### src/hdl/bxds_pkg.sv
// ----------------------------------------------------------------------------
// bxds_pkg
// shared constants, types and codes of the box average downscaler
// ----------------------------------------------------------------------------
package bxds_pkg;

	localparam int MAX_OUT_WIDTH = 1024;
	localparam int MAX_SCALE     = 16;
	localparam int SAMPLE_BITS   = 16;
	localparam int CHANNELS      = 4;

	localparam int FIELD_W      = 16;
	localparam int WIDTH_REG_W  = 11;
	localparam int HEIGHT_W     = 16;
	localparam int SCALE_REG_W  = 5;
	localparam int IDX_W        = 2;
	localparam int CFG_DATA_W   = 16;
	localparam int TDATA_W      = CHANNELS * FIELD_W;

	localparam int COL_W   = (MAX_OUT_WIDTH > 1) ? $clog2(MAX_OUT_WIDTH) : 1;
	localparam int EFFW_W  = $clog2(MAX_OUT_WIDTH + 1);
	localparam int SUB_W   = (MAX_SCALE > 1) ? $clog2(MAX_SCALE) : 1;
	localparam int SCALE_W = $clog2(MAX_SCALE + 1);
	localparam int SUM_W   = SAMPLE_BITS + 2 * SUB_W;
	localparam int REM_W   = 2 * SUB_W + 1;
	localparam int CNT_W   = $clog2(SAMPLE_BITS);
	localparam int RAM_W   = CHANNELS * SUM_W;

	typedef enum logic [IDX_W-1:0] {
		REG_OUT_WIDTH  = 2'd0,
		REG_OUT_HEIGHT = 2'd1,
		REG_SCALE      = 2'd2
	} reg_idx_t;

	typedef enum logic [1:0] {
		ST_IDLE,
		ST_ACC,
		ST_DIV,
		ST_OUT
	} state_t;

	typedef struct packed {
		logic [EFFW_W-1:0]   width;
		logic [HEIGHT_W-1:0] height;
		logic [SCALE_W-1:0]  scale;
		logic [REM_W-1:0]    area;
		logic                clear;
	} cfg_t;

	typedef struct packed {
		logic take;
		logic acc;
		logic div_step;
		logic out_load;
	} cmd_t;

	typedef struct packed {
		logic last_blk;
		logic div_last;
		logic out_free;
	} stat_t;

endpackage

### src/hdl/bxds_cfg.sv
// ----------------------------------------------------------------------------
// bxds_cfg
// configuration registers, kept as clamped working values
// ----------------------------------------------------------------------------
module bxds_cfg (
	input  logic                            clk,
	input  logic                            arst_n,
	input  logic                            cfg_valid,
	output logic                            cfg_ready,
	input  logic [bxds_pkg::IDX_W-1:0]      cfg_index,
	input  logic [bxds_pkg::CFG_DATA_W-1:0] cfg_data,
	output bxds_pkg::cfg_t                  cfg
);
	import bxds_pkg::*;

	logic [EFFW_W-1:0]      width_q, width_d;
	logic [HEIGHT_W-1:0]    height_q, height_d;
	logic [SCALE_W-1:0]     scale_q, scale_d;
	logic [REM_W-1:0]       area_q, area_d;
	logic [WIDTH_REG_W-1:0] wv;
	logic [HEIGHT_W-1:0]    hv;
	logic [SCALE_REG_W-1:0] sv;
	logic [2*SCALE_W-1:0]   prod;
	logic                   wr;

	assign cfg_ready = 1'b1;
	assign wv = cfg_data[WIDTH_REG_W-1:0];
	assign hv = cfg_data[HEIGHT_W-1:0];
	assign sv = cfg_data[SCALE_REG_W-1:0];

	always_comb begin
		if (wv == '0) begin
			width_d = EFFW_W'(1);
		end else if (32'(wv) > MAX_OUT_WIDTH) begin
			width_d = EFFW_W'(MAX_OUT_WIDTH);
		end else begin
			width_d = EFFW_W'(wv);
		end
		height_d = (hv == '0) ? HEIGHT_W'(1) : hv;
		if (sv == '0) begin
			scale_d = SCALE_W'(1);
		end else if (32'(sv) > MAX_SCALE) begin
			scale_d = SCALE_W'(MAX_SCALE);
		end else begin
			scale_d = SCALE_W'(sv);
		end
		prod   = {{SCALE_W{1'b0}}, scale_d} * {{SCALE_W{1'b0}}, scale_d};
		area_d = REM_W'(prod);
	end

	always_comb begin
		case (cfg_index)
			REG_OUT_WIDTH, REG_OUT_HEIGHT, REG_SCALE: wr = cfg_valid;
			default: wr = 1'b0;
		endcase
	end

	always_ff @(posedge clk or negedge arst_n) begin
		if (!arst_n) begin
			width_q  <= EFFW_W'(1);
			height_q <= HEIGHT_W'(1);
			scale_q  <= SCALE_W'(1);
			area_q   <= REM_W'(1);
		end else if (cfg_valid) begin
			case (cfg_index)
				REG_OUT_WIDTH: width_q <= width_d;
				REG_OUT_HEIGHT: height_q <= height_d;
				REG_SCALE: begin
					scale_q <= scale_d;
					area_q  <= area_d;
				end
				default: ;
			endcase
		end
	end

	assign cfg.width  = width_q;
	assign cfg.height = height_q;
	assign cfg.scale  = scale_q;
	assign cfg.area   = area_q;
	assign cfg.clear  = wr;

endmodule

### config.mk
export PLATFORM = sky130hd
export DESIGN_NAME = bxds_cfg
export DESIGN_NICKNAME = d
export VERILOG_FILES = /design/src/hdl/bxds_pkg.sv /design/src/hdl/bxds_cfg.sv
export SDC_FILE = /design/constraint.sdc
export NUM_CORES = 1
export LEC_CHECK = 0
export BUFFER_PORTS_ARGS = -buffer_cell sky130_fd_sc_hd__clkbuf_2
export CAP_MARGIN = 20
export CORE_UTILIZATION = 55
export DETAILED_ROUTE_END_ITERATION = 12
export GPL_TIMING_DRIVEN = 0
export PLACE_DENSITY = 0.85
export SETUP_SLACK_MARGIN = 0.15
export SYNTH_ARGS = -nofsm -noshare
export SYNTH_HDL_FRONTEND = slang
export SYNTH_SLANG_ARGS = --single-unit
### constraint.sdc
create_clock -name clk -period 2.3 [get_ports clk]
set_clock_uncertainty 0.15 [all_clocks]
set_input_delay 0.46 -clock clk [delete_from_list [all_inputs] [get_ports clk]]
set_output_delay 0.46 -clock clk [all_outputs]
set_load 0.02 [all_outputs]
Word-level counts from Yosys, hierarchy flattened
Cells that the tools add are included.

Equality and inequality tests: 2. Multipliers: 1. Multiplexer cells: 6. Reductions and logical operators: 8. Order comparisons: 2.

Operator list (count): $mux W11 (2); $logic_not A16 Y1 (1); $mux W16 (1); $gt A11 B11 Y1 const B (1); $logic_not A11 Y1 (1); $mux W5 (2); $mul A5 B5 Y9 (1); $reduce_and A2 Y1 (3); $gt A5 B5 Y1 const B (1); $logic_not A5 Y1 (1); $reduce_or A3 Y1 (1); $eq A2 B1 Y1 const B (1); $eq A2 B2 Y1 const B (1); $logic_not A2 Y1 (1); $mux W1 (1).

Bits in registers: 41. Output and inout port bits: 43. Input bits: 21. Word-level logic and storage cells: 23.

Logic depth before layout (Yosys ltp)
Gate-level depths: netlist of the first run.

Depth after elaboration: 4. Mapped depth: 12. Depth with buffers taken out: 11.

Least setup slack after synthesis of the first run
No wires, ideal clock.

Kind: input-to-reg. Start: in cfg_data[4] (netlist bit). End: reg area_q[7]. Data required time: 2023 ps. Path buffers: 1. Stages on the path: 12. Path slack: -1470 ps. Arrival: 3493 ps. Setup time: 127 ps. Path through: buf_2 > nor2b_1 > nand2_1 > fa_1 > inv_1 > fa_1 > fa_1 > ha_1 > or4_1 > o21ai_2 > mux2i_1 > nand3_1.

Longest elaborated chain between the ends: 4. Elaborated cells on any way between the ends: 5. Those cells by class: mul: 1; order compare: 1; mux: 2; reduce/logical: 1.

Ends and longest elaborated chain: start: declaration (line bxds_cfg.sv:11) `input logic [bxds_pkg::CFG_DATA_W-1:0] cfg_data,`; $gt A5 B5 Y1 (line bxds_cfg.sv:42) `end else if (32'(sv) > MAX_SCALE) begin`; $mux W5 (line bxds_cfg.sv:42); $mux W5 * (line bxds_cfg.sv:40) `if (sv == '0) begin`; $mul A5 B5 Y9 * (line bxds_cfg.sv:47) `prod = {{SCALE_W{1'b0}}, scale_d} * {{SCALE_W{1'b0}}, scale_d};`; end signal: assignment (line bxds_cfg.sv:70) `area_q <= area_d;`; end: declaration (line bxds_cfg.sv:19) `logic [REM_W-1:0] area_q, area_d;`.

Mark *: on every way between the ends. The rest lies on a longest branch, timed or not. A chain may end at the register's enable or synchronous reset.

Worst setup path in the final report of the first run
Same ends and word-level chain as after synthesis.

==> results of run 1 <==
[synth_stat cells (all sizes together) (3+ instances only)]
cell type	count
and2	4
buf	10
dfrtp	36
dfstp	3
fa	4
ha	8
inv	8
mux2	17
nand2	25
nand2b	10
nand3	5
nand3b	3
nor2	8
o21ai	17
o31ai	4
xnor2	3
[cells in the final DEF (no fill, tap or decap), drive strengths merged, types with 3 or more instances in the layout]
cell type,n
o31ai,4
o21ai,17
buf,22
and2,4
fa,4
conb,6
dfrtp,36
nand2b,10
nand3,5
nor2,8
xnor2,3
mux2,17
clkbuf,66
dfstp,3
ha,8
inv,9
nand2,25
nand3b,3
[power breakdown]
group / total (W) / internal [W] / leakage [nW] / switching (W)
clock: 0.000619 / 0.000357 / 0.0618 / 0.000262
combinational: 0.000679 / 0.000293 / 0.860 / 0.000387
sequential: 0.000873 / 0.000808 / 0.479 / 0.0000652
total: 0.00217 / 0.00146 / 1.40 / 0.000714
[logic make-up after synthesis]
family	count (synthesis)
xor gates and xnor gates	4
adders and majority gates	12
DFF	39
buffers and inverters	20
and+or+nand+nor	69
other	2
AOI/OAI and AO/OA	31
muxes	18
[area by class of cell]
type / count / area, sq um / share of cell area [%]
tap: 48 / 60.1 / 2.14
sequential: 39 / 980 / 35.0
clock buffer: 6 / 82.6 / 2.95
inverter: 8 / 30.0 / 1.07
timing repair buffer: 71 / 418 / 14.9
buffer: 12 / 103 / 3.66
multi-input combinational: 140 / 1090 / 38.9
clock inverter: 2 / 38.8 / 1.38
[path summary, 6_finish.rpt]
kind	startpoint	to	slack [ns]	cells past startpoint
worst max register to register	width_q[6]	width_q[6]	1.33	2
worst max-delay path	cfg_data[4]	area_q[7]	-1.23	13
max in group asynchronous	arst_n	scale_q[0]	1.17	3
worst min-delay path	cfg_data[12]	height_q[12]	0.26	2
worst min register to register	width_q[0]	width_q[0]	0.32	2
min in group asynchronous	arst_n	width_q[7]	0.36	2
[metrics by stage]
stage	hold slack, ns	worst slack, ns
after floorplan	0.0144	-0.878
after global placement	0.309	-1.69
after detailed placement	0.314	-1.69
after CTS	0.168	-1.18
after global routing	0.248	-1.30
final	0.258	-1.23
[what timing repair did]
item	in CTS	in global routing
pin swaps	13	6
resized for setup	13	2
buffers inserted	8	1
hold buffers	0	1
setup endpoints to repair	5	5
hold endpoints to repair	0	2
[sequential cells by signal, indices dropped and copies added, names as in the netlist]
name / flops
area_q: 7
scale_q: 5
height_q: 16
width_q: 11
[worst max-delay path: cells and delay by family]
family	cells	cell delay, ns
compound gates	1	0.09
fa+ha+maj	4	1.78
buf+inv	3	0.25
mux	1	0.23
simple gates	4	0.75
[layer usage]
layer  GRT usage (%)  part of all wire (%)
met1            34.8                    44
met2            43.6                    51
met3            5.80                   3.6
met4            11.6                   2.1
met5               0                     0
==> impl_metrics.py, run 1 <==
metrics = {
    "status": {
        "status": "complete, but fails checks",
        "failed_checks": "negative setup slack",
    },
    "detailed_routing": {
        "final_antenna_net_count": 0,
        "num_vias": 1757,
        "remaining_drc_errors": 0,
        "vias_per_cell": 5.39,
        "drtIter0Drc": 94,
        "wl_mm": 4.84,
        "first_pass_iters": 4,
        "wl_per_cell_um": 14.9,
    },
    "yosys": {
        "synth.largest_area_cell": "dfrtp_1",
        "synth_compound_area_share_pct": 9.29,
        "synth-simple-area-share_pct": 17.6,
        "synth_top_area_share_pct": 43.2,
        "syn_area_sq_um": 2090,
        "async_flop_share_pct": 100,
        "postSynthCellCount": 195,
        "ys_ff_latch": 39,
        "synth_mux_area_share_pct": 9.65,
        "synth-adder-area-share_pct": 8.63,
        "synth-xor-area-share_pct": 1.68,
        "ys_warn_count": 0,
        "ys.flop_type": "dfrtp_1",
        "synth_top_family_by_area": "simple AND/OR/NAND/NOR gates",
        "syn_area_per_cell_sq_um": 10.7,
        "yosys-top-cells-area": "dfrtp_1 43%, mux2_2 9.2%, ha_1 4.8%",
        "synth.distinct_cells": 44,
        "ys_seq_area_share_pct": 46.9,
        "synth_edf_count": 0,
    },
    "flow_run": {
        "maxCapViolCount": 0,
    },
    "global_routing": {
        "antenna_found_initial": 0,
        "grt_pass1_vias": 1701,
        "grt_first_pass_wirelength_mm": 8.22,
        "grt_max_degree": 40,
        "gr-total-overflow": 0,
        "gr-usage-all-layers_pct": 27.0,
    },
    "floorplan": {
        "die_w_um": 63.6,
        "initial_core_util_pct": 57.0,
        "dieHeight_um": 63.6,
        "core-area_sq_um": 3660,
        "placementRows": 22,
        "num_io_pins": 64,
        "dieArea_sq_um": 4040,
    },
    "worst_setup_path": {
        "critPathMaxStageDelay_ns": 0.59,
        "crit_type": "primary input to register",
        "cp-end-kind": "register",
        "cp_cell_sequence": "buf_8 -> buf_8 -> nor2b_4 -> nand2_2 -> fa_1 -> inv_2 -> fa_2 -> fa_1 -> ha_4 -> or4_4 -> o21ai_2 -> mux2i_1 -> nand3_1",
        "worstPathMaxFanout": 4,
        "start_kind": "primary input",
        "cp_slowest_cell": "fa_1",
        "critPathArrivalTime_ns": 3.56,
        "crit_required_ns": 2.34,
    },
    "place": {
        "dp_hpwl_mm": 3.35,
        "io_buffer_count": 60,
        "routabilityCongestion": 0.832,
        "dp_cells": 307,
        "place_area_sq_um": 2530,
    },
    "timing": {
        "fmax_mhz": 284,
        "post-route-period-util_pct": 153,
        "rsz0062_at_grt": "true",
        "post-route-min-period_ns": 3.53,
        "finalHoldViolCount": 0,
        "setup_slack_ns": -1.23,
        "finalSetupViolations": 5,
        "tns_ns": -4.97,
        "drv_slew": 0,
    },
    "layout": {
        "antenna_cells": 0,
        "utilization_pct": 76.6,
        "drive_gt1_share_pct": 45.3,
        "final_area_sq_um": 2800,
        "fin_cells": 326,
        "fillers": 250,
        "area.growth.synth_to_final_pct": 34.3,
        "nets": 310,
    },
    "cts": {
        "clock_latency_ns": 0.29,
        "numCtsBuffers": 5,
        "cts-root-buf": "clkbuf_8",
        "cts.clk_slew.worst_paths_ns": 0.08,
        "cts.sinks": 39,
        "cts_tree": "done",
        "htree_levels": 2,
        "clk_path_buf_depth": 2,
    },
    "pwr": {
        "power.total_w": 0.00217,
        "leakage_nw": 1.40,
        "cellPowerDensity_nw_per_um2": 775,
        "peakVddDrop_uv": 472,
    },
    "min_path": {
        "hp-class": "primary input to register",
    },
}
Note: power is estimated with default switching activity, not from simulation.
==> run 2: changes to the inputs <==
--- a/config.mk
+++ b/config.mk
@@ -7,10 +7,10 @@
 export LEC_CHECK = 0
 export BUFFER_PORTS_ARGS = -buffer_cell sky130_fd_sc_hd__clkbuf_2
 export CAP_MARGIN = 20
-export CORE_UTILIZATION = 55
+export CORE_UTILIZATION = 46
 export DETAILED_ROUTE_END_ITERATION = 12
 export GPL_TIMING_DRIVEN = 0
-export PLACE_DENSITY = 0.85
+export PLACE_DENSITY = 0.76
 export SETUP_SLACK_MARGIN = 0.15
 export SYNTH_ARGS = -nofsm -noshare
 export SYNTH_HDL_FRONTEND = slang
==> constraint.sdc (replaced) <==
create_clock -name clk -period 2.9 [get_ports clk]
set_clock_uncertainty 0.15 [all_clocks]
set_input_delay 0.58 -clock clk [delete_from_list [all_inputs] [get_ports clk]]
set_output_delay 0.58 -clock clk [all_outputs]
set_load 0.02 [all_outputs]
==> run 2 against run 1 <==
Compared with the run above: the flow still finishes with violations (negative setup slack); combinational power is 17% lower; setup slack improved by 0.50 ns; power down 25%; design area fell by 1.3%; wire length shrank 2.7%; cell count grew 0.92%; die area up 19%; count of clock-buffer cells in the layout unchanged; sequential power fell by 21%; sequential share of layout area rose by 0.44 points; critical path type unchanged.
==> impl_metrics.py, run 2 (same netlist as run 1, synthesis figures left out) <==
metrics = {
    "status": {
        "status": "complete, but fails checks",
        "failed_checks": "negative setup slack",
    },
    "layout": {
        "reg.largest.list": "height_q (16), width_q (11), area_q (7)",
        "final_cell_mix": "58 x clkbuf_2, 36 x dfrtp_1, 24 x nand2_1, 17 x mux2_2",
        "top_register": "height_q",
        "utilization_pct": 63.6,
        "antenna_cells": 0,
        "area.growth.synth_to_final_pct": 32.6,
        "nets": 309,
        "largest_reg_flops": 16,
        "fin_cells": 329,
        "layout_commonest_cell": "clkbuf_2",
        "drive_gt1_share_pct": 45.1,
    },
    "timing": {
        "worstMarginPinSlew_ns": 0.943,
        "fmax_mhz": 276,
        "post-route-period-util_pct": 125,
        "max_slew_margin_pct": 37.1,
        "finalSetupViolations": 5,
        "post-route-min-period_ns": 3.63,
        "drv_slew": 0,
        "finalHoldViolCount": 0,
        "tns_ns": -3.11,
        "rsz0062_at_grt": "true",
        "setup_slack_ns": -0.727,
    },
    "worst_setup_path": {
        "crit_required_ns": 2.94,
        "ff2ff_setup_slack_ns": 1.91,
        "cp-startpoint": "cfg_data[4]",
        "start_kind": "primary input",
        "crit_type": "primary input to register",
        "critPathArrivalTime_ns": 3.66,
        "critPathMaxStageDelay_ns": 0.59,
        "cp_cell_sequence": "buf_8 -> buf_8 -> nor2b_4 -> nand2_2 -> fa_1 -> inv_2 -> fa_2 -> fa_1 -> ha_4 -> or4_4 -> o21ai_2 -> mux2i_1 -> nand3_1",
        "rr_endpoint": "width_q[7]",
        "worstPathMaxFanout": 4,
        "crit_path_end": "area_q[7]",
        "r2r-start": "width_q[7]",
        "reg2reg_depth": 2,
        "cp-end-kind": "register",
        "cp_slowest_cell": "fa_1",
    },
    "detailed_routing": {
        "drtIter0Drc": 104,
        "vias_per_cell": 5.11,
        "wl_per_cell_um": 14.3,
        "remaining_drc_errors": 0,
        "first_pass_iters": 4,
        "num_vias": 1680,
        "final_antenna_net_count": 0,
        "wl_mm": 4.71,
    },
    "floorplan": {
        "die_w_um": 69.4,
        "placementRows": 24,
        "initial_core_util_pct": 47.9,
        "dieHeight_um": 69.4,
        "num_io_pins": 64,
        "core-area_sq_um": 4350,
        "dieArea_sq_um": 4810,
    },
    "place": {
        "dp_hpwl_mm": 3.47,
        "routabilityCongestion": 0.872,
        "dp_cells": 311,
        "io_buffer_count": 60,
    },
    "cts": {
        "clk_path_buf_depth": 2,
        "cts.clk_slew.worst_paths_ns": 0.08,
        "clock_latency_ns": 0.29,
        "numCtsBuffers": 5,
        "cts_tree": "done",
        "cts.sinks": 39,
        "htree_levels": 2,
        "cts-root-buf": "clkbuf_8",
    },
    "pwr": {
        "peakVddDrop_uv": 349,
        "power.total_w": 0.00162,
        "cellPowerDensity_nw_per_um2": 586,
        "leakage_nw": 1.38,
    },
    "min_path": {
        "hp-class": "primary input to asynchronous set/reset pin",
    },
    "global_routing": {
        "grt_max_degree": 40,
        "antenna_found_initial": 0,
        "gr-total-overflow": 0,
        "grt_first_pass_wirelength_mm": 7.97,
        "grt_pass1_vias": 1662,
        "gr-usage-all-layers_pct": 21.1,
    },
    "flow_run": {
        "maxCapViolCount": 0,
    },
}
run 2: where the power goes:
part | leakage [nW] | switching (W) | internal, W | total [W]
Clock | 0.0452 | 0.000201 | 0.000170 | 0.000371
Sequential | 0.479 | 0.0000485 | 0.000641 | 0.000689
Combinational | 0.855 | 0.000313 | 0.000249 | 0.000562
Total | 1.38 | 0.000562 | 0.00106 | 0.00162
run 2: cell type report:
type	instances	area (sq um)
well taps	52	65.1
clock buffers	6	72.6
repair buffers	70	403
multi-input cells	140	1100
flip-flops and latches	39	980
plain buffers	12	103
fillers	364	1590
clock inverters	2	13.8
inverters	8	30.0
run 2: worst min-delay path by stage:
stage | start | end | slack (ns)
after detailed placement | width_q[2] | width_q[2] | 0.32
final | arst_n | height_q[14] | 0.25
after floorplan | arst_n | area_q[2] | 0.13
after global routing | arst_n | height_q[14] | 0.35
after CTS | arst_n | height_q[14] | 0.29
after global placement | width_q[0] | width_q[0] | 0.31
run 2: critical path: cells and delay by family:
kind | cells | cell delay, ns
adder cells (fa/ha/maj) | 4 | 1.78
AND/OR/NAND/NOR | 4 | 0.75
buffers and inverters | 3 | 0.27
multiplexers | 1 | 0.19
AO/OA/AOI/OAI | 1 | 0.08
run 2: per-layer routing:
metal  up-vias  GRT usage [%]  part of all wire [%]
met5         -              0                     0
met4         0           9.07                   2.0
met3         8           4.22                   3.6
met2        42           34.4                    50
met1       811           27.4                    44
li1        819              -                     -
run 2: per-stage QoR:
| step | hold WS (ns) | worst slack [ns] | area [sq um] |
|---|---|---|---|
| final | 0.249 | -0.727 | 2770 |
| after global routing | 0.345 | -0.826 | 2770 |
| after CTS | 0.291 | -0.711 | 2740 |
| after detailed placement | 0.322 | -1.22 | 2530 |
| after global placement | 0.310 | -1.22 | 2530 |
| after floorplan | 0.134 | -0.398 | 2170 |
run 2: timing repair:
item                       4_1_cts  5_1_grt
resized for setup               13        5
setup buffers                    9        1
setup endpoints to repair        5        5
pin swaps                       14        6
hold buffers                     0        0
