### config.mk
export PLATFORM = sky130hd
export DESIGN_NAME = bxds_ctrl
export DESIGN_NICKNAME = d
export VERILOG_FILES = /design/src/hdl/bxds_pkg.sv /design/src/hdl/bxds_ctrl.sv
export SDC_FILE = /design/constraint.sdc
export NUM_CORES = 1
export LEC_CHECK = 0
export ABC_CLOCK_PERIOD_IN_PS = 1050
export BUFFER_PORTS_ARGS = -buffer_cell sky130_fd_sc_hd__clkbuf_2
export CORE_AREA = 2 2 39 41
export CTS_CLUSTER_DIAMETER = 120
export DETAILED_ROUTE_END_ITERATION = 16
export DIE_AREA = 0 0 41 43
export GPL_ROUTABILITY_DRIVEN = 0
export PLACE_DENSITY = 0.3
export REMOVE_ABC_BUFFERS = 1
export SYNTH_ARGS = -nofsm -noshare
export SYNTH_HDL_FRONTEND = slang
export SYNTH_SLANG_ARGS = --single-unit
### constraint.sdc
create_clock -name clk -period 1.05 [get_ports clk]
set_input_delay 0.1575 -clock clk [delete_from_list [all_inputs] [get_ports clk]]
set_output_delay 0.1575 -clock clk [all_outputs]
set_load 0.02 [all_outputs]
### src/hdl/bxds_pkg.sv
// ----------------------------------------------------------------------------
// bxds_pkg
// shared constants, types and codes of the box average downscaler
// ----------------------------------------------------------------------------
package bxds_pkg;

	localparam int MAX_OUT_WIDTH = 1024;
	localparam int MAX_SCALE     = 16;
	localparam int SAMPLE_BITS   = 16;
	localparam int CHANNELS      = 4;

	localparam int FIELD_W      = 16;
	localparam int WIDTH_REG_W  = 11;
	localparam int HEIGHT_W     = 16;
	localparam int SCALE_REG_W  = 5;
	localparam int IDX_W        = 2;
	localparam int CFG_DATA_W   = 16;
	localparam int TDATA_W      = CHANNELS * FIELD_W;

	localparam int COL_W   = (MAX_OUT_WIDTH > 1) ? $clog2(MAX_OUT_WIDTH) : 1;
	localparam int EFFW_W  = $clog2(MAX_OUT_WIDTH + 1);
	localparam int SUB_W   = (MAX_SCALE > 1) ? $clog2(MAX_SCALE) : 1;
	localparam int SCALE_W = $clog2(MAX_SCALE + 1);
	localparam int SUM_W   = SAMPLE_BITS + 2 * SUB_W;
	localparam int REM_W   = 2 * SUB_W + 1;
	localparam int CNT_W   = $clog2(SAMPLE_BITS);
	localparam int RAM_W   = CHANNELS * SUM_W;

	typedef enum logic [IDX_W-1:0] {
		REG_OUT_WIDTH  = 2'd0,
		REG_OUT_HEIGHT = 2'd1,
		REG_SCALE      = 2'd2
	} reg_idx_t;

	typedef enum logic [1:0] {
		ST_IDLE,
		ST_ACC,
		ST_DIV,
		ST_OUT
	} state_t;

	typedef struct packed {
		logic [EFFW_W-1:0]   width;
		logic [HEIGHT_W-1:0] height;
		logic [SCALE_W-1:0]  scale;
		logic [REM_W-1:0]    area;
		logic                clear;
	} cfg_t;

	typedef struct packed {
		logic take;
		logic acc;
		logic div_step;
		logic out_load;
	} cmd_t;

	typedef struct packed {
		logic last_blk;
		logic div_last;
		logic out_free;
	} stat_t;

endpackage

### src/hdl/bxds_ctrl.sv
// ----------------------------------------------------------------------------
// bxds_ctrl
// controller: sequences accumulate per item, divide and result hand-off per block-completing item
// ----------------------------------------------------------------------------
module bxds_ctrl (
	input  logic            clk,
	input  logic            arst_n,
	input  logic            s_tvalid,
	output logic            s_tready,
	input  bxds_pkg::stat_t stat,
	output bxds_pkg::cmd_t  cmd
);
	import bxds_pkg::*;

	state_t state_q, state_d;

	always_comb begin
		state_d = state_q;
		case (state_q)
			ST_IDLE: begin
				if (s_tvalid) begin
					state_d = ST_ACC;
				end
			end
			ST_ACC: begin
				state_d = stat.last_blk ? ST_DIV : ST_IDLE;
			end
			ST_DIV: begin
				if (stat.div_last) begin
					state_d = ST_OUT;
				end
			end
			ST_OUT: begin
				if (stat.out_free) begin
					state_d = ST_IDLE;
				end
			end
			default: state_d = ST_IDLE;
		endcase
	end

	always_comb begin
		s_tready     = 1'b0;
		cmd.take     = 1'b0;
		cmd.acc      = 1'b0;
		cmd.div_step = 1'b0;
		cmd.out_load = 1'b0;
		case (state_q)
			ST_IDLE: begin
				s_tready = 1'b1;
				cmd.take = s_tvalid;
			end
			ST_ACC: cmd.acc = 1'b1;
			ST_DIV: cmd.div_step = 1'b1;
			ST_OUT: cmd.out_load = stat.out_free;
			default: ;
		endcase
	end

	always_ff @(posedge clk or negedge arst_n) begin
		if (!arst_n) begin
			state_q <= ST_IDLE;
		end else begin
			state_q <= state_d;
		end
	end

`ifndef SYNTH
	a_acc_follows_take: assert property (@(posedge clk) disable iff (!arst_n)
		(state_q == ST_ACC) |-> $past(cmd.take))
		else $error("accumulate step without an accepted item");

	a_out_after_last_step: assert property (@(posedge clk) disable iff (!arst_n)
		(state_q == ST_OUT && $past(state_q) == ST_DIV) |-> $past(stat.div_last))
		else $error("divider left before its last step");
`endif

endmodule

### Yosys cells after proc, flatten, opt, wreduce, memory -nomap -nowiden

Cells that the tools add are included.
W data, S select, Z words.

* bits in registers: 2
* input port bits: 6

* reduce and logical (&&, ||, !) cells: 2
* equal/unequal tests: 6
* multiplexer cells: 10

Operator list (count)
* $mux W2: 4
* $pmux W2 S4: 1
* $ne A2 B2 Y1 const B: 3
* $mux W1: 5
* $eq A2 B2 Y1 const B: 2
* $reduce_and A3 Y1: 1
* $eq A2 B1 Y1 const B: 1
* $logic_not A2 Y1: 1

### Depth between registers and ports, before layout

Gate-level depths: netlist of the first run.

* word-level depth: 3
* depth in mapped cells: 3
* depth with buffers taken out: 3

### Worst setup path before layout of the first run

No wires, ideal clock.

* path kind: register -> output
* start point: register (tool-made name)
* end point: output port cmd[3] (netlist name)
* slack: 2 ps
* cell stages (with the launch flop): 3
* buffers on the path: 0
* arrival time: 891 ps
* cell sequence: dfrtp_1 nor2_2 and2_4

RTL lines
* end: declaration: RTL line bxds_ctrl.sv:11 `output bxds_pkg::cmd_t cmd`

==> impl_summary.md, run 1 <==
Routing
After the first detailed-routing iteration, the DRC count stood at 2. The remaining antenna violation count is 0. The first TritonRoute pass finished after 2 iterations. The count of unresolved DRC violations after routing is 0. The total wire length is 395 um. The via count is 164. In the routed layout, each cell is associated on average with a via count of 3.42. The average routed wire per standard cell is 8.23 um.

Placed design
Counting tap cells, the placed design contains a total of 38 instances. The placed instances occupy a cell area of 190 um2. The half-perimeter wire length of the detailed placement result is 272 um. At the placement stage, the worst setup path has a slack of 9.43 ps. Input and output buffers added on the ports amount to 10.

Floorplanning
The floorplan step set the die height to 43 um. The number of rows created at floorplan is 14. The area of the die is 0.00176 mm2.

The core region is 0.00138 mm2. The number of ports placed on the die boundary is 11. In this run the horizontal extent of the chip is 41 um. Once the floorplan was initialized, standard cells occupied 8.68% of the core.

Logic synthesis
The largest family of logic cells by synthesized area is simple AND/OR/NAND/NOR gates. During synthesis, Yosys emitted a total of 0 warnings. The number of distinct library cells after synthesis is 11. The area fraction in and, or, nand and nor cells after synthesis is 33.3%. For this run, the register share of the synthesized area comes to 41.7%. The post-synthesis instance total is 12. After synthesis, the share of cell area in mux cells is 8.33%.

The post-synthesis instance area is 120 um2. The compound-gate portion of the synthesized area is 13.5%. The flop and latch count out of synthesis is 2. The per-instance average area after synthesis is 10.0 um2. The synthesized netlist devotes 0% of its cell area to adder and majority cells. The post-synthesis share of cell area spent on xor and xnor gates is 0%.

Timing
The setup clock skew after layout is 3.59 ps. Derived from the worst setup path, the maximum achievable clock frequency is 0.835 GHz. The worst path in the final design needs a cycle of 1200 ps, including I/O delays and setup. The final number of max-transition violations is 0. Across all hold checks on the routed design, the worst slack comes to 190 ps. The total setup violations reported at the end of the flow is 6. Measured against its own limit, the worst slew margin works out to 92.2%.

The number of endpoints with negative hold slack in the final report is 0. After layout, the worst setup slack is -147 ps. At the pin with the least slew margin, the transition time is 113 ps. Of the available clock period, the critical path in the final layout requires 114%. Setup repair after global routing could not meet its margin everywhere.

Critical path
The maximum net fanout on the critical path is 5. The critical path is of the flip-flop to output pin type. The number of cell instances on the worst register-to-register path is 5. The capturing element type of the critical path is an output pin. The arrival time reported for the critical path endpoint is 1040 ps. The worst setup path is launched from a flip-flop.

The data required time of the critical path is 890 ps.

Final layout
The multi-input combinational cells in the finished layout cover a total of 71.3 um2. The filler cell count is 167. The area of all sequential standard cells is 52.6 um2.

For this run, the number of standard cells in the final layout without fillers is 48. The repair_antennas step left the layout with diodes totalling 0. The post-route cell area is 312 um2.

Of the cells placed in the final design, the portion with a size suffix greater than 1 is 75.0%. The post-layout net count is 40. The area growth from synthesis to layout is 159%.

Global route
The initial antenna violation count came to 0. The pin count of the biggest net entering global routing is 6. Global routing consumed, over all layers together, 5.62% of the routing resources. The first global-routing pass estimated 586 um of wire.

The via count of the first global-routing pass was 150. The leftover overflow at the end of global routing is 0.

Run status
The checks that failed: setup timing. The flow ran to the end, but the final reports show violations.

CTS
The clock root buffer is sky130_fd_sc_hd__clkbuf_4. The number of clock buffers added by TritonCTS is 3. TritonCTS built the clock tree.

The clock input transition at the sequential cells of the worst setup and hold paths is 30 ps. The total number of clock tree sinks is 2. The maximum root-to-sink buffer count is 2. The level count of the clock H-tree is 1. The clock latency on the worst-skew pair is 220 ps.

Power
Across the VDD grid, the largest voltage drop is 855 uV. The ratio of total power to cell area is 3150 mW/mm2. In this run the static leakage power is 0.167 nW.

Hold path
In this run the worst hold path is classified as input pin to flip-flop. Along the worst hold path, the cell count comes to 2.

Job
The max-capacitance violation count is 0.
[critical path, cell delays in order, from the launching register on]
cell and delay [ps]:
sky130_fd_sc_hd__dfrtp_2 440, sky130_fd_sc_hd__nor2_4 120, sky130_fd_sc_hd__and2_4 160, sky130_fd_sc_hd__buf_8 100
[final cells by class]
type                    instances  area share (%)
repair buffers                 17            45.4
clock buffers                   3            7.23
flip-flops and latches          2            16.9
well taps                      16            6.43
multi-input cells               9            22.9
inverters                       1            1.20
[cell usage after synthesis]
library cell	count	area share [%]
sky130_fd_sc_hd__mux2i_1	1	8.3
sky130_fd_sc_hd__nor2b_2	1	7.3
sky130_fd_sc_hd__inv_1	1	3.1
sky130_fd_sc_hd__a21o_1	1	6.3
sky130_fd_sc_hd__dfrtp_1	2	42
sky130_fd_sc_hd__nand2_1	1	3.1
sky130_fd_sc_hd__a22o_1	1	7.3
sky130_fd_sc_hd__nor2b_1	1	5.2
sky130_fd_sc_hd__and3_1	1	5.2
sky130_fd_sc_hd__nor2_2	1	5.2
sky130_fd_sc_hd__and2_4	1	7.3
[logic make-up after synthesis]
kind of cell           after synthesis
and+or+nand+nor                      6
muxes                                1
DFF                                  2
buffers and inverters                1
AOI/OAI and AO/OA                    2
[through the flow]
stage                     utilization [%]  power (W)  TNS, ps
after floorplan                         -   0.000407        0
after global routing                 22.5    0.00105     -947
after CTS                            21.2   0.000927     -717
after global placement               13.7   0.000521        0
after detailed placement             13.7   0.000525        0
final                                22.5   0.000982     -701
[what timing repair did]
action	CTS	global route
setup endpoints to repair	5	6
hold endpoints to repair	2	0
hold buffers	1	0
cloned	0	0
setup buffers	5	1
pin swaps	3	2
resized for setup	8	5
[per-layer routing]
metal  up-vias  wire length, um  global-route usage [%]
met4         0                0                    6.00
met2        11              163                    6.25
met1        71              175                    5.79
met3         0               56                    4.71
met5         -                0                       0
li1         82                -                       -
[power breakdown]
part           leakage (nW)  total, W  switching [W]  internal (W)
registers            0.0222  0.000195      0.0000721      0.000123
logic                 0.131  0.000617       0.000236      0.000381
clock network        0.0138  0.000170      0.0000439      0.000126
total                 0.167  0.000982       0.000352      0.000630
[placed cells by master, fill, tap and decap left out]
master and instances:
sky130_fd_sc_hd__clkbuf_4 4, sky130_fd_sc_hd__nor2b_1 1, sky130_fd_sc_hd__a22o_1 1, sky130_fd_sc_hd__dlygate4sd3_1 1, sky130_fd_sc_hd__and3_1 1, sky130_fd_sc_hd__nand2_1 1, sky130_fd_sc_hd__clkbuf_8 2, sky130_fd_sc_hd__a21o_1 1
sky130_fd_sc_hd__buf_8 1, sky130_fd_sc_hd__buf_4 6, sky130_fd_sc_hd__nor2b_2 1, sky130_fd_sc_hd__dfrtp_2 2, sky130_fd_sc_hd__and2_4 1, sky130_fd_sc_hd__buf_6 1, sky130_fd_sc_hd__inv_1 1, sky130_fd_sc_hd__nor2_4 1
sky130_fd_sc_hd__clkbuf_2 5, sky130_fd_sc_hd__mux2i_1 1
[final timing paths]
check                               start          to  slack (ps)
worst max register to register  flip-flop  state_q[0]         -70
max in group asynchronous          arst_n   async pin         690
min in group asynchronous          arst_n  state_q[0]         250
worst min-delay path              stat[2]   flip-flop         190
worst max-delay path            flip-flop      cmd[3]        -150
worst min register to register  flip-flop  state_q[0]         670
Power figures use the tool's default switching activity.
==> run 2, diff against run 1 <==
Settings changed: ABC_AREA from default to 1, BUFFER_PORTS_ARGS -buffer_cell sky130_fd_sc_hd__clkbuf_2 to -buffer_cell sky130_fd_sc_hd__buf_2.
==> run 2 against run 1 <==
  * The run still ends with setup timing left
  * Clock skew is 1.4 ps lower
  * Largest power group unchanged
  * First-iteration DRC count stayed put
  * Sequential power hardly changed
  * Global-route usage is 0.20 points higher
  * Sequential share of layout area is 0.88 points higher
  * Synthesized cell count is 67% higher
  * Register-to-register slack better by 190 ps
==> impl_summary.md, run 2 <==
CTS
The total clock buffers created by CTS is 3. After clock tree synthesis, the clock-pin slew on the worst setup and hold paths is 30 ps. The total number of clock tree sinks is 2.

CTS placed an instance of sky130_fd_sc_hd__clkbuf_4 at the clock tree root. The level count of the clock H-tree is 1. The clock latency on the worst-skew pair is 220 ps. The maximum root-to-sink buffer count is 2. The clock tree from TritonCTS is built.

Routing
The first TritonRoute pass finished after 2 iterations. In this run, the number of DRC markers left after iteration 0 of detailed routing was 2. After detailed routing, the number of vias per cell comes to 3.40.

The routed layout has 180 vias. After detailed routing, the number of remaining DRC violations is 0. The remaining antenna violation count is 0.

Summed over all layers, the routed wires come to 433 um. In the final routed layout, each cell accounts on average for 8.17 um.

Global route
The initial antenna violation count is 0. Global routing used 5.82% of the available tracks across all layers. The total overflow left after global routing is 0. The via count of the first global-routing pass is 179. The pin count of the biggest net entering global routing is 7. The global-route wire length before repair is 634 um.

Logic synthesis
For this run, asynchronously set or reset flops after synthesis account for 100%. The proportion of synthesized chip area in sequential cells is 40.4%. The biggest area consumer among synthesized cells is sky130_fd_sc_hd__dfrtp_1. After synthesis, the most frequently instantiated cells are sky130_fd_sc_hd__inv_1, sky130_fd_sc_hd__nand2_1, sky130_fd_sc_hd__nor2_1.

In the synthesized netlist, the number of instances is 20. The number of enable flip-flop cells after synthesis is 0. The per-instance average area after synthesis is 6.19 um2. Counting distinct cell types in the post-synthesis netlist gives 8. Summed over its instances, the top area cell type makes up 40.4% of the synthesized netlist area. Counting flops and latches in the post-synthesis netlist gives 2. The most common cell in the synthesized netlist is sky130_fd_sc_hd__inv_1. The count of synthesis-stage warnings from yosys is 0. Among all flip-flop cells after synthesis, the most frequent one is sky130_fd_sc_hd__dfrtp_1. Yosys attributes the largest share of cell area to sky130_fd_sc_hd__dfrtp_1, sky130_fd_sc_hd__inv_1, sky130_fd_sc_hd__nand2_1. The post-synthesis instance area is 124 um2.

Critical path
STA classifies the critical path endpoint as an output pin. Among all stages on the critical path, the largest delay is contributed by sky130_fd_sc_hd__dfrtp_1. The launching element type of the critical path is a flip-flop.

Traced cell by cell, the critical path runs through buf_4 > nor2_2 > buf_4. In this run the worst path has a maximum fanout of 3. The start-to-end type of the worst setup path is flip-flop to output pin. The stage delay of the slowest cell on the critical path is 400 ps. Data on the critical path is required at its endpoint by 890 ps. The dominant cell type by count on the critical path is sky130_fd_sc_hd__buf_4.

The arrival time reported for the critical path endpoint is 1030 ps.

Timing
The total setup violations reported at the end of the flow is 5. The tightest hold path in the finished design has a slack of 137 ps. The number of endpoints with negative hold slack in the final report is 0. Across the routed clock network, the largest skew measured is 2.16 ps. Timing would allow up to 0.842 GHz. The transition time at the pin with the least slew margin is 174 ps.

Setup repair after global routing could not meet its margin everywhere. Setup slack on the critical path of the routed design comes to -137 ps. The final number of max-transition violations is 0. The max-slew headroom at the worst pin is 88.4%. The ratio of final minimum period to clock period is 113%. Subtracting the final worst setup slack from the clock period gives 1190 ps.

Final layout
The post-route netlist has 64.9% of its cells at a drive strength greater than 1. The area growth from synthesis to layout is 133%. The multi-input combinational cell area is 77.6 um2. The library cell used most frequently in the layout, excluding fill and tap cells, is sky130_fd_sc_hd__buf_4.

After filler insertion, the fill cell instance count of the layout stands at 160. In the final layout, flip-flops and latches occupy 51.3 um2. The top cell types in the final layout, fill and taps aside, are sky130_fd_sc_hd__buf_4, sky130_fd_sc_hd__buf_2, sky130_fd_sc_hd__nand2_1. The post-route cell area is 289 um2. Cells fill 20.9% of the core in the end.

Excluding fillers, the count of instances in the completed layout stands at 53. The number of antenna diodes in the final layout is 0. At the end of the flow, the number of nets in the layout was 45.

Power
The maximum vdd drop is 1070 uV. Net switching is 44.4% of the power. In this run, the combinational gates consume 60.9% of the power. The share of power burned in the clock network is 18.0%.

The ratio of total power to cell area is 3240 mW/mm2. For this design the total switching power over the nets is 0.000415 W. For this design the static power due to leakage is 0.155 nW.

The internal portion of the total power is 0.000520 W. The register share of total power is 21.1%.

Placed design
Timing analysis after detailed placement gives a worst setup slack of 4.26 ps. Summing all placed instances gives a cell area of 194 um2. The cell count after placement is 46. The count of buffers inserted at the top-level ports is 10.

Floorplanning
The region available for standard cell placement spans 0.00138 mm2. Measured along the x axis, the die boundary spans 41 um. The initial utilization of the core area, before any placement, comes to 8.95%. The number of rows created at floorplan is 14. From bottom edge to top edge, the die measures 43 um. For this design the top-level I/O count stands at 11. The area of the die is 0.00176 mm2.

Hold path
The path class of the tightest hold or removal check is input pin to flip-flop.

Run status
The flow ran to the end, but the final reports show violations. The checks that failed: setup timing.

Job
The max-capacitance violation count is 0.
-- run 2: changes by cell type after synthesis, sizes merged, moves of 2 or more --
| cell | change |
|---|---|
| nand2 | +3 |
| inv | +4 |
| nor2b | -2 |
| nor2 | +3 |
| nor3 | +2 |
-- run 2: logic make-up after synthesis --
logic type	count (synthesis)	synth area share, %
and+or+nand+nor	11	36.4
buffers and inverters	5	15.2
DFF	2	40.4
AOI/OAI and AO/OA	2	8.07
-- run 2: power by group through the flow --
stage          combinational [W]  sequential (W)  clock, W
6_report                0.000570        0.000197  0.000168
4_1_cts                 0.000526        0.000189  0.000184
3_3_place_gp            0.000357        0.000176         0
3_5_place_dp            0.000355        0.000173         0
2_1_floorplan           0.000243        0.000159         0
5_1_grt                 0.000631        0.000207  0.000192
-- run 2: cell type report --
| cell class | count | area share, % |
|---|---|---|
| repair buffers | 14 | 34.2 |
| well taps | 16 | 6.93 |
| multi-input cells | 13 | 26.8 |
| flip-flops and latches | 2 | 17.7 |
| clock buffers | 3 | 7.79 |
| inverters | 5 | 6.49 |
-- run 2: worst paths after layout --
kind / startpoint / end / slack (ps) / cells past startpoint
max in group asynchronous: arst_n / async pin / 700 / 2
max: state_q[0] / cmd[1] / -140 / 3
max reg2reg: state_q[0] / flip-flop / 120 / 4
min in group asynchronous: arst_n / async pin / 240 / 2
min reg2reg: flip-flop / flip-flop / 640 / 2
min: stat[2] / flip-flop / 140 / 3
-- run 2: routing by layer --
metal | GRT usage, % | wire length [um] | part of all wire [%] | up-vias
li1 | - | - | - | 95
met1 | 5.79 | 188 | 43 | 75
met2 | 7.81 | 190 | 44 | 10
met3 | 3.14 | 55 | 13 | 0
met4 | 6.00 | 0 | 0 | 0
met5 | 0 | 0 | 0 | -
-- run 2: stage by stage --
stage	TNS (ps)	power, W
3_5_place_dp	0	0.000528
3_3_place_gp	0	0.000533
5_1_grt	-801	0.00103
4_1_cts	-555	0.000899
6_report	-505	0.000936
2_1_floorplan	-131	0.000402
-- run 2: what timing repair did --
action | in CTS | in global routing
pin swaps | 2 | 0
endpoints found under the hold margin | 2 | 0
resized for setup | 12 | 4
gates cloned | 0 | 0
hold buffers | 1 | 0
buffers inserted | 3 | 0
endpoints found under the setup margin | 5 | 6
-- run 2: critical path, delay by kind of cell (launching register included) --
| kind | cells | cell delay [ps] |
|---|---|---|
| buf+inv | 2 | 310 |
| flops | 1 | 400 |
| simple gates | 1 | 100 |
==> run 3, diff against run 2 <==
Settings changed: ABC_AREA 1 to 0.
==> run 3 against run 2 <==
  * The run still ends with setup timing left
  * Wire length shrank 14%
  * Clock power grew 5%
  * Clock skew grew 2.3 ps
  * Sequential share of layout area grew 2.3 points
  * Die area is the same
  * First-iteration DRC count shrank 50%
  * Critical path type unchanged
  * Highest routed layer unchanged
==> impl_summary.md, run 3 (synthesis results as in run 1) <==
Final layout
In the layout the commonest cells are sky130_fd_sc_hd__buf_2, sky130_fd_sc_hd__buf_4, sky130_fd_sc_hd__clkbuf_4. Leaving out fill and tap cells, the most frequent cell in the layout is sky130_fd_sc_hd__buf_2. Relative to the synthesized area, the layout overhead comes to 114%. The share of final-layout standard cells stronger than drive strength 1 is 67.9%. Once layout is done, the placed cells without fillers occupy 256 um2. The diode insertion count for antenna repair is 0. Once layout is complete, the utilization of the core stands at 18.5%. The final layout contains 36 nets.

Critical path
For the worst setup path, the data arrival time is 1020 ps. For this design, the slowest cell found on the critical path is sky130_fd_sc_hd__dfrtp_1. At the worst endpoint, the required time is 890 ps.

The family with the most delay on the worst path is flip-flops. The launching element type of the critical path is a flip-flop. The slack of the worst reg-to-reg path is 90 ps. The maximum net fanout on the critical path is 5. The critical path buffer and inverter count is 1. The signal on the critical path passes through nor2_2 > and2_4 > buf_6. The stage delay of the slowest cell on the critical path is 410 ps. The worst reg2reg path startpoint is state_q[0]. The critical path startpoint is state_q[0]. The worst register-to-register path ends at state_q[0].

For the worst flop-to-flop path, the logic depth is 4. The logic depth of the worst path, buffers included is 3. Following the worst setup path forward leads to its endpoint at cmd[3]. The start-to-end type of the worst setup path is flip-flop to output pin. STA classifies the critical path endpoint as an output pin.

Power
The leakage power figure is 0.141 nW. The maximum vdd drop is 702 uV. The ratio of total power to cell area is 3090 mW/mm2.

CTS
The total number of clock tree sinks is 2. TritonCTS built the clock tree. Buffers inserted during clock tree synthesis total 3. In this run the number of H-tree levels came out at 1.

The clock reaches the later pin of the worst-skew pair after 230 ps. Clock-pin slew was measured on the worst setup and hold paths at 30 ps. The clock root buffer is sky130_fd_sc_hd__clkbuf_4. The clock passes through at most 2 buffers.

Routing
The per-cell via count in the routed design is 3.32. In this run the remaining antenna-violating nets after routing total 0. Across all layers, the routed design uses 146 vias.

In this run, the number of DRC markers left after iteration 0 of detailed routing was 1. The average routed wire per standard cell is 8.48 um. For this run, design rule violations remaining after detail routing come to 0. The total wire length is 373 um. The number of iterations in the first detailed-routing pass is 2.

Timing
Setup repair after global routing could not meet its margin everywhere. The transition time at the pin with the least slew margin is 126 ps. The final number of max-transition violations was 0.

The number of endpoints with negative hold slack in the final report is 0. On the final layout, the worst clock skew is 4.43 ps. The achievable clock frequency is 0.850 GHz. Subtracting the final worst setup slack from the clock period gives 1180 ps. The total setup violations reported at the end of the flow is 5.

The max-slew headroom at the worst pin is 91.4%. Setup slack on the critical path of the routed design comes to -126 ps. The ratio of final minimum period to clock period is 112%.

Floorplanning
The floorplan step defined a die boundary enclosing 0.00176 mm2. In this run the core area contains 14 standard-cell rows. The die is 43 um tall. The initial core utilization is 8.68%. The area inside the core boundary is 0.00138 mm2. The number of ports placed on the die boundary is 11. The die extent in x is 41 um.

Placed design
The count of buffers added on input and output ports is 10. The placed instance area is 190 um2. OpenSTA, run right after detailed placement, puts the worst setup slack at 34.6 ps.

Global route
The initial antenna violation count is 0. The via count of the first global-routing pass was 130. For this run the aggregate overflow at the end of global routing stands at 0. The first global-routing pass estimated 545 um of wire. The total routing resource utilization after global routing is 5.82%. The pin count of the biggest net entering global routing is 7.

Hold path
The worst hold path class is input pin to flip-flop. The worst hold path begins at stat[2].

Job
The max-capacitance violation count is 0.

Run status
The run finished, with violations left. The checks that failed: setup timing.
## run 3: through the flow
stage / hold WS [ps] / cells / total power (W) / setup TNS [ps]
5_1_grt: 188 / 44 / 0.000861 / -647
4_1_cts: 173 / 44 / 0.000803 / -461
2_1_floorplan: -138 / 12 / 0.000407 / 0
3_5_place_dp: -52.1 / 38 / 0.000520 / 0
3_3_place_gp: -56.4 / 38 / 0.000519 / 0
6_report: 181 / 44 / 0.000794 / -373
## run 3: worst register-to-register path: stages (launching register included)
cell,delay (ps)
sky130_fd_sc_hd__dfrtp_1,390
sky130_fd_sc_hd__nor2_2,60
sky130_fd_sc_hd__and2_4,140
sky130_fd_sc_hd__buf_4,120
sky130_fd_sc_hd__a21o_1,140
## run 3: per-layer routing
| metal | GRT usage (%) | up-vias | wire, um |
|---|---|---|---|
| li1 | - | 72 | - |
| met1 | 6.11 | 59 | 185 |
| met2 | 4.69 | 15 | 107 |
| met3 | 9.42 | 0 | 80 |
| met4 | 4.00 | 0 | 0 |
| met5 | 0 | - | 0 |
## run 3: where the power goes
| group | switching, W | internal (W) |
|---|---|---|
| registers | 0.0000543 | 0.000120 |
| logic | 0.000210 | 0.000234 |
| clock network | 0.0000496 | 0.000127 |
| total | 0.000314 | 0.000480 |
## run 3: cell type report
class | count | area, um2
Clock buffer | 3 | 22.5
Fill cell | 159 | 1130
Inverter | 1 | 3.75
Multi-Input combinational cell | 9 | 66.3
Sequential cell | 2 | 51.3
Tap cell | 16 | 20.0
Timing Repair Buffer | 13 | 92.6
## run 3: how the worst min path moves through the flow
stage	end	slack, ps	cells after the start
global route	flip-flop	190	2
floorplan	async pin	-140	0
detailed placement	async pin	-50	1
CTS	flip-flop	170	2
finish	flip-flop	180	2
global placement	state_q[0]	-60	1
## run 3: timing repair
action,CTS,global route
hold endpoints to repair,2,0
setup buffers,2,0
pin swaps,2,0
hold buffers,1,0
endpoints found under the setup margin,5,5
gates resized for setup,6,1
